File: config.mk
export PLATFORM = sky130hd
export DESIGN_NAME = utf8_to_utf16_decoder_flat
export DESIGN_NICKNAME = d
export VERILOG_FILES = /design/src/hw/rtl/utd_pkg.sv /design/src/hw/rtl/utd_byte_if.sv /design/src/hw/rtl/utd_unit_if.sv /design/src/hw/rtl/utd_fifo.sv /design/src/hw/rtl/utd_front.sv /design/src/hw/rtl/utd_back.sv /design/src/hw/rtl/utf8_to_utf16_decoder.sv /design/src/flat_wrapper.sv
export SDC_FILE = /design/constraint.sdc
export NUM_CORES = 1
export LEC_CHECK = 0
export BUFFER_PORTS_ARGS = -buffer_cell sky130_fd_sc_hd__buf_2
export CORE_ASPECT_RATIO = 1.2
export CORE_MARGIN = 2
export CORE_UTILIZATION = 45
export CTS_CLUSTER_SIZE = 14
export DETAILED_ROUTE_END_ITERATION = 12
export SLEW_MARGIN = 20
export SYNTH_ARGS = -nofsm -noshare
export SYNTH_HDL_FRONTEND = slang
export SYNTH_SLANG_ARGS = --single-unit
File: constraint.sdc
create_clock -name clk -period 2.9 [get_ports clk]
set_input_delay 0.29 -clock clk [delete_from_list [all_inputs] [get_ports clk]]
set_output_delay 0.29 -clock clk [all_outputs]
set_load 0.01 [all_outputs]
File: src/hw/rtl/utd_pkg.sv
// ---------------------------------------------------------------------------
// UTF-8 to UTF-16 decoder package
// Decode modes, error codes, the front-to-back job record and constants.
// ---------------------------------------------------------------------------
package utd_pkg;

  typedef enum logic [1:0] {
    MODE_IDLE    = 2'd0,
    MODE_GATHER  = 2'd1,
    MODE_DISCARD = 2'd2
  } mode_t;

  localparam logic [1:0] ERR_NONE    = 2'd0;
  localparam logic [1:0] ERR_BAD_SEQ = 2'd1;
  localparam logic [1:0] ERR_RANGE   = 2'd2;
  localparam logic [1:0] ERR_TRUNC   = 2'd3;

  localparam logic [30:0] REPLACEMENT = 31'h000FFFD;
  localparam logic [30:0] NONCHAR_FE  = 31'h000FFFE;
  localparam logic [30:0] NONCHAR_FF  = 31'h000FFFF;
  localparam logic [30:0] MAX_CODE    = 31'h010FFFF;
  localparam logic [20:0] SURR_OFFSET = 21'h10000;
  localparam logic [15:0] HI_SURR     = 16'hD800;
  localparam logic [15:0] LO_SURR     = 16'hDC00;

  // One decoded outcome handed from front to back
  typedef struct packed {
    logic [20:0] code_point;
    logic [1:0]  err;
    logic        last;
  } job_t;

  // Shortest-form minimum for a sequence length
  function automatic logic [30:0] min_for_len(input logic [2:0] len);
    logic [30:0] m;
    case (len)
      3'd2:    m = 31'h0000080;
      3'd3:    m = 31'h0000800;
      3'd4:    m = 31'h0010000;
      3'd5:    m = 31'h0200000;
      3'd6:    m = 31'h4000000;
      default: m = 31'h0000080;
    endcase
    return m;
  endfunction

endpackage

File: src/hw/rtl/utd_byte_if.sv
// ---------------------------------------------------------------------------
// UTF-8 byte channel
// Valid/ready channel carrying one byte and an end-of-string flag.
// ---------------------------------------------------------------------------
interface utd_byte_if;
  logic       valid;
  logic       ready;
  logic [7:0] byte_in;
  logic       last_byte;

  modport source (output valid, output byte_in, output last_byte, input ready);
  modport sink (input valid, input byte_in, input last_byte, output ready);
endinterface

File: src/hw/rtl/utd_unit_if.sv
// ---------------------------------------------------------------------------
// UTF-16 unit channel
// Valid/ready channel carrying one code unit with its status flags.
// ---------------------------------------------------------------------------
interface utd_unit_if;
  logic        valid;
  logic        ready;
  logic [15:0] code_unit;
  logic [1:0]  error_kind;
  logic        run_last;
  logic        string_end;

  modport source (output valid, output code_unit, output error_kind,
                  output run_last, output string_end, input ready);
  modport sink (input valid, input code_unit, input error_kind,
                input run_last, input string_end, output ready);
endinterface

File: src/hw/rtl/utd_fifo.sv
// ---------------------------------------------------------------------------
// Decoder job queue
// Small register queue between the byte front and the unit back.
// ---------------------------------------------------------------------------
module utd_fifo #(
  parameter int DEPTH = 4
) (
  input  logic          clk,
  input  logic          rst,
  input  logic          push,
  input  utd_pkg::job_t din,
  output logic          full,
  input  logic          pop,
  output utd_pkg::job_t dout,
  output logic          empty
);
  import utd_pkg::*;

  localparam int PTR_W = (DEPTH > 1) ? $clog2(DEPTH) : 1;
  localparam int CNT_W = $clog2(DEPTH + 1);

  job_t             mem [DEPTH];
  logic [PTR_W-1:0] wr_ptr;
  logic [PTR_W-1:0] rd_ptr;
  logic [CNT_W-1:0] count;

  assign full  = (count == CNT_W'(DEPTH));
  assign empty = (count == '0);
  assign dout  = mem[rd_ptr];

  // Store the incoming job
  always_ff @(posedge clk) begin
    if (push) begin
      mem[wr_ptr] <= din;
    end
  end

  // Advance pointers and occupancy
  always_ff @(posedge clk) begin
    if (rst) begin
      wr_ptr <= '0;
      rd_ptr <= '0;
      count  <= '0;
    end else begin
      if (push) begin
        wr_ptr <= (wr_ptr == PTR_W'(DEPTH - 1)) ? '0 : wr_ptr + 1'b1;
      end
      if (pop) begin
        rd_ptr <= (rd_ptr == PTR_W'(DEPTH - 1)) ? '0 : rd_ptr + 1'b1;
      end
      if (push && !pop) begin
        count <= count + 1'b1;
      end else if (pop && !push) begin
        count <= count - 1'b1;
      end
    end
  end
endmodule

File: src/hw/rtl/utd_front.sv
// ---------------------------------------------------------------------------
// Decoder front end
// Takes UTF-8 bytes, tracks the sequence state and queues decoded outcomes.
// ---------------------------------------------------------------------------
module utd_front (
  input  logic          clk,
  input  logic          rst,
  utd_byte_if.sink      byte_ch,
  output utd_pkg::job_t job,
  output logic          job_push,
  input  logic          job_full
);
  import utd_pkg::*;

  mode_t       mode;
  mode_t       mode_next;
  logic [30:0] gval;
  logic [30:0] gval_next;
  logic [2:0]  remaining;
  logic [2:0]  remaining_next;
  logic [2:0]  seq_len;
  logic [2:0]  seq_len_next;

  logic        accept;
  logic [7:0]  b;
  logic        last;
  logic        cont_ok;
  logic        final_cont;
  logic [30:0] gval_shift;
  logic [30:0] fixed_val;
  logic        range_err;
  logic [2:0]  lead_len;
  logic [7:0]  lead_bits;
  logic        want_push;

  assign byte_ch.ready = !job_full;
  assign accept        = byte_ch.valid && byte_ch.ready;
  assign b             = byte_ch.byte_in;
  assign last          = byte_ch.last_byte;
  assign cont_ok       = (b[7:6] == 2'b10);
  assign final_cont    = (remaining <= 3'd1);
  assign gval_shift    = {gval[24:0], b[5:0]};

  // Replace overlong forms and the two noncharacters, then range check
  always_comb begin
    if ((gval_shift < min_for_len(seq_len)) || (gval_shift == NONCHAR_FE) ||
        (gval_shift == NONCHAR_FF)) begin
      fixed_val = REPLACEMENT;
    end else begin
      fixed_val = gval_shift;
    end
    range_err = (fixed_val > MAX_CODE);
  end

  // Classify a lead byte by its run of leading ones
  always_comb begin
    if (b inside {[8'hC0:8'hDF]}) begin
      lead_len = 3'd2;
    end else if (b inside {[8'hE0:8'hEF]}) begin
      lead_len = 3'd3;
    end else if (b inside {[8'hF0:8'hF7]}) begin
      lead_len = 3'd4;
    end else if (b inside {[8'hF8:8'hFB]}) begin
      lead_len = 3'd5;
    end else if (b inside {[8'hFC:8'hFD]}) begin
      lead_len = 3'd6;
    end else begin
      lead_len = 3'd0;
    end
    lead_bits = b & (8'hFF >> (lead_len + 3'd1));
  end

  // Next decode mode
  always_comb begin
    case (mode)
      MODE_GATHER: begin
        if (!cont_ok) begin
          mode_next = last ? MODE_IDLE : MODE_DISCARD;
        end else if (final_cont) begin
          mode_next = (range_err && !last) ? MODE_DISCARD : MODE_IDLE;
        end else begin
          mode_next = last ? MODE_IDLE : MODE_GATHER;
        end
      end
      MODE_DISCARD: begin
        mode_next = last ? MODE_IDLE : MODE_DISCARD;
      end
      default: begin
        if (b[7] && !last) begin
          mode_next = (lead_len == 3'd0) ? MODE_DISCARD : MODE_GATHER;
        end else begin
          mode_next = MODE_IDLE;
        end
      end
    endcase
  end

  // Outcome of this byte and the gathered state
  always_comb begin
    want_push      = 1'b0;
    job.code_point = '0;
    job.err        = ERR_NONE;
    job.last       = last;
    gval_next      = gval;
    remaining_next = remaining;
    seq_len_next   = seq_len;
    case (mode)
      MODE_GATHER: begin
        if (!cont_ok) begin
          want_push = 1'b1;
          job.err   = ERR_BAD_SEQ;
        end else begin
          gval_next = gval_shift;
          if (final_cont) begin
            remaining_next = '0;
            want_push      = 1'b1;
            if (range_err) begin
              job.err = ERR_RANGE;
            end else begin
              job.code_point = fixed_val[20:0];
            end
          end else begin
            remaining_next = remaining - 3'd1;
            if (last) begin
              want_push = 1'b1;
              job.err   = ERR_TRUNC;
            end
          end
        end
      end
      MODE_DISCARD: begin
        want_push = 1'b0;
      end
      default: begin
        if (!b[7]) begin
          want_push      = 1'b1;
          job.code_point = {13'd0, b};
        end else if (lead_len == 3'd0) begin
          want_push = 1'b1;
          job.err   = ERR_BAD_SEQ;
        end else if (last) begin
          want_push = 1'b1;
          job.err   = ERR_TRUNC;
        end else begin
          gval_next      = {23'd0, lead_bits};
          seq_len_next   = lead_len;
          remaining_next = lead_len - 3'd1;
        end
      end
    endcase
  end

  assign job_push = accept && want_push;

  // Hold decode state between bytes
  always_ff @(posedge clk) begin
    if (rst) begin
      mode      <= MODE_IDLE;
      gval      <= '0;
      remaining <= '0;
      seq_len   <= '0;
    end else if (accept) begin
      mode      <= mode_next;
      gval      <= gval_next;
      remaining <= remaining_next;
      seq_len   <= seq_len_next;
    end
  end
endmodule

File: src/hw/rtl/utd_back.sv
// ---------------------------------------------------------------------------
// Decoder back end
// Turns queued outcomes into UTF-16 units, splitting surrogate pairs.
// ---------------------------------------------------------------------------
module utd_back (
  input  logic          clk,
  input  logic          rst,
  input  utd_pkg::job_t job,
  input  logic          job_empty,
  output logic          job_pop,
  utd_unit_if.source    unit_ch
);
  import utd_pkg::*;

  logic        out_valid;
  logic [15:0] out_unit;
  logic [1:0]  out_err;
  logic        out_run_last;
  logic        out_end;
  logic        phase;

  logic        load;
  logic        is_pair;
  logic [20:0] offs;
  logic [15:0] hi_unit;
  logic [15:0] lo_unit;

  assign load    = !out_valid || unit_ch.ready;
  assign is_pair = (job.err == ERR_NONE) && (job.code_point[20:16] != 5'd0);
  assign offs    = job.code_point - SURR_OFFSET;
  assign hi_unit = HI_SURR + {6'd0, offs[19:10]};
  assign lo_unit = LO_SURR + {6'd0, offs[9:0]};
  assign job_pop = load && !job_empty && (phase || !is_pair);

  // Output valid and pair phase
  always_ff @(posedge clk) begin
    if (rst) begin
      out_valid <= 1'b0;
      phase     <= 1'b0;
    end else if (load) begin
      if (phase) begin
        out_valid <= 1'b1;
        phase     <= 1'b0;
      end else if (!job_empty) begin
        out_valid <= 1'b1;
        phase     <= is_pair;
      end else begin
        out_valid <= 1'b0;
      end
    end
  end

  // Output payload
  always_ff @(posedge clk) begin
    if (load) begin
      if (phase) begin
        out_unit     <= lo_unit;
        out_err      <= ERR_NONE;
        out_run_last <= 1'b1;
        out_end      <= job.last;
      end else if (job.err != ERR_NONE) begin
        out_unit     <= '0;
        out_err      <= job.err;
        out_run_last <= 1'b1;
        out_end      <= job.last;
      end else if (is_pair) begin
        out_unit     <= hi_unit;
        out_err      <= ERR_NONE;
        out_run_last <= 1'b0;
        out_end      <= 1'b0;
      end else begin
        out_unit     <= job.code_point[15:0];
        out_err      <= ERR_NONE;
        out_run_last <= 1'b1;
        out_end      <= job.last;
      end
    end
  end

  assign unit_ch.valid      = out_valid;
  assign unit_ch.code_unit  = out_unit;
  assign unit_ch.error_kind = out_err;
  assign unit_ch.run_last   = out_run_last;
  assign unit_ch.string_end = out_end;
endmodule

File: src/hw/rtl/utf8_to_utf16_decoder.sv
// ---------------------------------------------------------------------------
// UTF-8 to UTF-16 decoder
// Byte-serial decoder with a queue between the byte front and unit back.
// ---------------------------------------------------------------------------
// The block accepts one UTF-8 byte per clock while the job queue is not full,
// and writes each decoded outcome into the job queue at the edge that accepts
// the byte; the back end turns the head job into a registered result whenever
// its output register is free, and a surrogate pair leaves as two results, high
// unit first. Since a pair only comes from a four-byte sequence, two results for
// four bytes, with the sink ready the input runs at one byte per cycle
// indefinitely; a stalled sink fills the queue (QUEUE_DEPTH jobs plus the output
// register) before the input stops.
module utf8_to_utf16_decoder #(
  parameter int QUEUE_DEPTH = 4
) (
  input logic        clk,
  input logic        rst,
  utd_byte_if.sink   byte_ch,
  utd_unit_if.source unit_ch
);
  import utd_pkg::*;

  job_t push_job;
  job_t head_job;
  logic job_push;
  logic job_pop;
  logic job_full;
  logic job_empty;

  utd_front u_front (
    .clk      (clk),
    .rst      (rst),
    .byte_ch  (byte_ch),
    .job      (push_job),
    .job_push (job_push),
    .job_full (job_full)
  );

  utd_fifo #(
    .DEPTH (QUEUE_DEPTH)
  ) u_fifo (
    .clk   (clk),
    .rst   (rst),
    .push  (job_push),
    .din   (push_job),
    .full  (job_full),
    .pop   (job_pop),
    .dout  (head_job),
    .empty (job_empty)
  );

  utd_back u_back (
    .clk       (clk),
    .rst       (rst),
    .job       (head_job),
    .job_empty (job_empty),
    .job_pop   (job_pop),
    .unit_ch   (unit_ch)
  );
endmodule

File: src/flat_wrapper.sv
// flat-port wrapper written by rule: the top's interface ports become plain ports
module utf8_to_utf16_decoder_flat import utd_pkg::*;
#(
  parameter int QUEUE_DEPTH = 4
)
  (clk, rst, byte_ch_valid, byte_ch_byte_in, byte_ch_last_byte, byte_ch_ready, unit_ch_valid, unit_ch_code_unit, unit_ch_error_kind, unit_ch_run_last, unit_ch_string_end, unit_ch_ready);
  utd_byte_if byte_ch_i ();
  utd_unit_if unit_ch_i ();
  input logic clk;
  input logic rst;
  input wire logic [$bits(byte_ch_i.valid)-1:0] byte_ch_valid;
  input wire logic [$bits(byte_ch_i.byte_in)-1:0] byte_ch_byte_in;
  input wire logic [$bits(byte_ch_i.last_byte)-1:0] byte_ch_last_byte;
  output wire logic [$bits(byte_ch_i.ready)-1:0] byte_ch_ready;
  output wire logic [$bits(unit_ch_i.valid)-1:0] unit_ch_valid;
  output wire logic [$bits(unit_ch_i.code_unit)-1:0] unit_ch_code_unit;
  output wire logic [$bits(unit_ch_i.error_kind)-1:0] unit_ch_error_kind;
  output wire logic [$bits(unit_ch_i.run_last)-1:0] unit_ch_run_last;
  output wire logic [$bits(unit_ch_i.string_end)-1:0] unit_ch_string_end;
  input wire logic [$bits(unit_ch_i.ready)-1:0] unit_ch_ready;
  assign byte_ch_i.valid = byte_ch_valid;
  assign byte_ch_i.byte_in = byte_ch_byte_in;
  assign byte_ch_i.last_byte = byte_ch_last_byte;
  assign byte_ch_ready = byte_ch_i.ready;
  assign unit_ch_valid = unit_ch_i.valid;
  assign unit_ch_code_unit = unit_ch_i.code_unit;
  assign unit_ch_error_kind = unit_ch_i.error_kind;
  assign unit_ch_run_last = unit_ch_i.run_last;
  assign unit_ch_string_end = unit_ch_i.string_end;
  assign unit_ch_i.ready = unit_ch_ready;
  utf8_to_utf16_decoder #(.QUEUE_DEPTH(QUEUE_DEPTH)) u_core (.clk(clk), .rst(rst), .byte_ch(byte_ch_i), .unit_ch(unit_ch_i));
endmodule
==> flow_summary.ini <==
[floorplanning]
fp-row-count = 50
die-area_um2 = 16900
core-area_um2 = 15600
io_pins = 35
die_h_um = 142
die_x_um = 119
start_util_pct = 45.9

[drt]
wl_per_cell_um = 18.6
ant_nets = 0
drt_iter0_markers = 360
drt-total-wl_um = 15500
route.detailed.drc = 0
vias = 4673
via_per_inst = 5.60
dr.pass1.iters = 4

[hold_path]
holdPathStages = 3
min_to = u_core.u_front.gval[0]$_SDFFE_PP0P_
hold_path_class = in2reg
min_from = byte_ch_byte_in[0]

[status]
failed_checks = setup timing
status = finished with violations

[cts]
clkLatencyLatePin_ns = 0.42
cts.clk_slew.worst_paths_ns = 0.06
cts_htree_levels = 4
cts_tree = done
cts-root-buf = clkbuf_16
cts.path.max_buffers = 2
cts_buffers = 17
clock_sinks = 160

[yosys]
synth_top_family_by_area = simple AND/OR/NAND/NOR gates
synth_xor_area_share_pct = 0.735
ys_ff_latch = 160
seq_area_frac_synth_pct = 61.0
synthDominantCellAreaShare_pct = 48.7
synth_ff_type = edfxtp_1
synthAdderAreaFrac_pct = 4.13
syn_area_per_cell_um2 = 13.5
synth_edf_count = 116
yosys.area_share.simple_pct = 11.9
synth_area_um2 = 7150
syn_nets = 566
synth-compound-area-share_pct = 11.3
synth.area.mux_share_pct = 8.40
synthTopCellsByArea = edfxtp_1, dfxtp_1, mux4_2
synth_largest_area_cell = edfxtp_1
synth_warnings = 0
netlist-cell-type-count = 72
syn-instance-count = 530
ys_async_sr_fraction_pct = 0

[setup_path]
crit_path_end_kind = flop
startpoint_type = flop
critical_path_class = reg2reg
reg2regPathDepth = 12
crit_fanout = 4
arrival_ns = 3.25
r2r_end = u_core.u_fifo.count[2]$_SDFFE_PP0P_
worstPathRequired_ns = 3.25
r2r_slack_ns = -0.007

[final_layout]
antenna_cells = 0
synthToLayoutAreaGrowth_pct = 20.4
nNetsFinal = 649
multi_input_area_um2 = 2720
final_common_cell = edfxtp_1
drive_gt1_share_pct = 28.3
n_fill_cell = 1278
final_cell_mix = edfxtp_1, buf_4, nor2_1
layout.area.seq_um2 = 4380

[place]
gp_congestion = 0.859
hpwl_um = 10800
port_buffers = 34

[grt]
grt_max_degree = 44
gr-total-overflow = 0
antenna_found_initial = 0
grt_pass1_vias = 4757
grtUsageTotal_pct = 19.2
grt_pass1_wl_um = 24700

[power]
powerDensity_nw_per_um2 = 792
power_mw = 6.82
power_leakage_nw = 3.17
ir_drop_uv = 296

[timing]
fin_ws_ns = -0.00703
relSlewSlack_pct = 43.9
min_period_ns = 2.91
period_share_pct = 100
clock_skew_ns = 0.00849
hold_slack_ns = 0.120
setup_viol_count_final = 1
drv_slew = 0
rsz0062_at_grt = yes
tightest_slew_ns = 0.842
hold_viol = 0
fmax_ghz = 0.344

[run]
drv_cap = 0
## what timing repair did
action | 4_1_cts | 5_1_grt
resized for setup | 6 | 21
setup endpoints to repair | 73 | 62
pin swaps | 4 | 14
hold buffers | 0 | 0
setup buffers | 2 | 10
## metrics by stage
stage          instance area, um2  setup TNS (ns)  utilization [%]  cells  setup WS (ns)
4_1_cts                      8450               0             54.3    824        0.00652
6_report                     8610        -0.00703             55.3    834       -0.00703
2_1_floorplan                7200               0                -    530        0.00141
3_5_place_dp                 7880           -1.04             50.6    790        -0.0685
5_1_grt                      8610          -0.405             55.3    834        -0.0879
3_3_place_gp                 7880         -0.0852             50.6    790        -0.0213
## state kept, by name, summed over array words and instances, names as in the netlist, named ones only
| register | flops |
|---|---|
| u_core.u_fifo.wr_ptr | 2 |
| u_core.u_fifo.count | 3 |
| u_core.u_back.unit_ch.error_kind | 2 |
| u_core.u_front.gval | 25 |
| u_core.u_back.unit_ch.code_unit | 16 |
| u_core.u_back.unit_ch.string_end | 1 |
| u_core.u_back.unit_ch.run_last | 1 |
| u_core.u_front.remaining | 3 |
| u_core.u_front.mode | 2 |
| u_core.u_fifo.mem | 96 |
| u_core.u_front.seq_len | 3 |
| u_core.u_back.phase | 1 |
| u_core.u_fifo.rd_ptr | 2 |
| u_core.u_back.unit_ch.valid | 1 |
## routing by layer
metal	up-vias	GRT usage, %	routed length, um
li1	2200	-	-
met1	2309	23.0	6440
met2	131	33.6	8000
met3	33	3.97	607
met4	0	8.46	429
met5	-	0	0
## report_power, final
group	internal [mW]	switching, mW
Sequential	2.80	0.109
Combinational	0.917	0.984
Clock	1.16	0.853
Total	4.88	1.95
## cell families (layout without fill, tap and decap cells)
| kind of cell | count (synthesis) | count (layout) |
|---|---|---|
| buffers and inverters | 43 | 139 |
| adders and majority gates | 23 | 23 |
| AOI/OAI and AO/OA | 111 | 111 |
| DFF | 160 | 160 |
| muxes | 30 | 30 |
| xor gates and xnor gates | 6 | 6 |
| and+or+nand+nor | 157 | 157 |
## area by class of cell
type | instances | area share (%)
clock buffer | 19 | 5.03
clock inverter | 13 | 1.13
inverter | 19 | 0.843
multi-input combinational | 327 | 31.6
sequential | 160 | 50.8
tap | 208 | 3.02
timing repair buffer | 88 | 7.55
## worst max-delay path, stage by stage (launching register included)
cell and delay, ns:
dfxtp_4 0.38, buf_4 0.12, mux4_2 0.51, or2_4 0.27, nor3_4 0.16, clkinv_2 0.10
nand2_4 0.09, ha_4 0.15, inv_2 0.04, fa_2 0.36, xor2_2 0.15, or3_4 0.38
a21oi_2 0.11
## Yosys cell counts, types with 3 or more instances
master    instances
a211oi_1          3
a21o_1            3
a21oi_1          17
a22oi_1          22
and2_1            8
buf_2             5
clkbuf_1         17
dfxtp_1          44
edfxtp_1        116
ha_1             22
inv_1            18
mux2i_1           6
mux4_2           24
nand2_1          30
nand2b_1          9
nand3_1           9
nand3b_1          3
nand4_1           5
nand4b_1          3
nor2_1           46
nor2b_1           5
nor3_1            8
nor4_1            6
o211ai_1          4
o21a_1           10
o21ai_0          19
o22a_1            5
o31ai_1           3
or3_1             5
xnor2_1           4
## how the worst max path moves through the flow
stage	start	to	slack [ns]	depth (start not counted)
floorplan	flop	u_core.u_fifo.count[2]$_SDFFE_PP0P_	0.001	15
finish	flop	u_core.u_fifo.count[2]$_SDFFE_PP0P_	-0.007	12
detailed placement	u_core.u_front.seq_len[2]$_SDFFE_PP0P_	u_core.u_fifo.mem[1][19]$_DFFE_PP_	-0.07	8
global route	flop	u_core.u_fifo.count[2]$_SDFFE_PP0P_	-0.09	12
CTS	u_core.u_front.seq_len[1]$_SDFFE_PP0P_	u_core.u_fifo.mem[0][4]$_DFFE_PP_	0.007	9
global placement	u_core.u_front.seq_len[2]$_SDFFE_PP0P_	u_core.u_fifo.mem[0][19]$_DFFE_PP_	-0.02	8
Note: power is estimated with default switching activity, not from simulation.
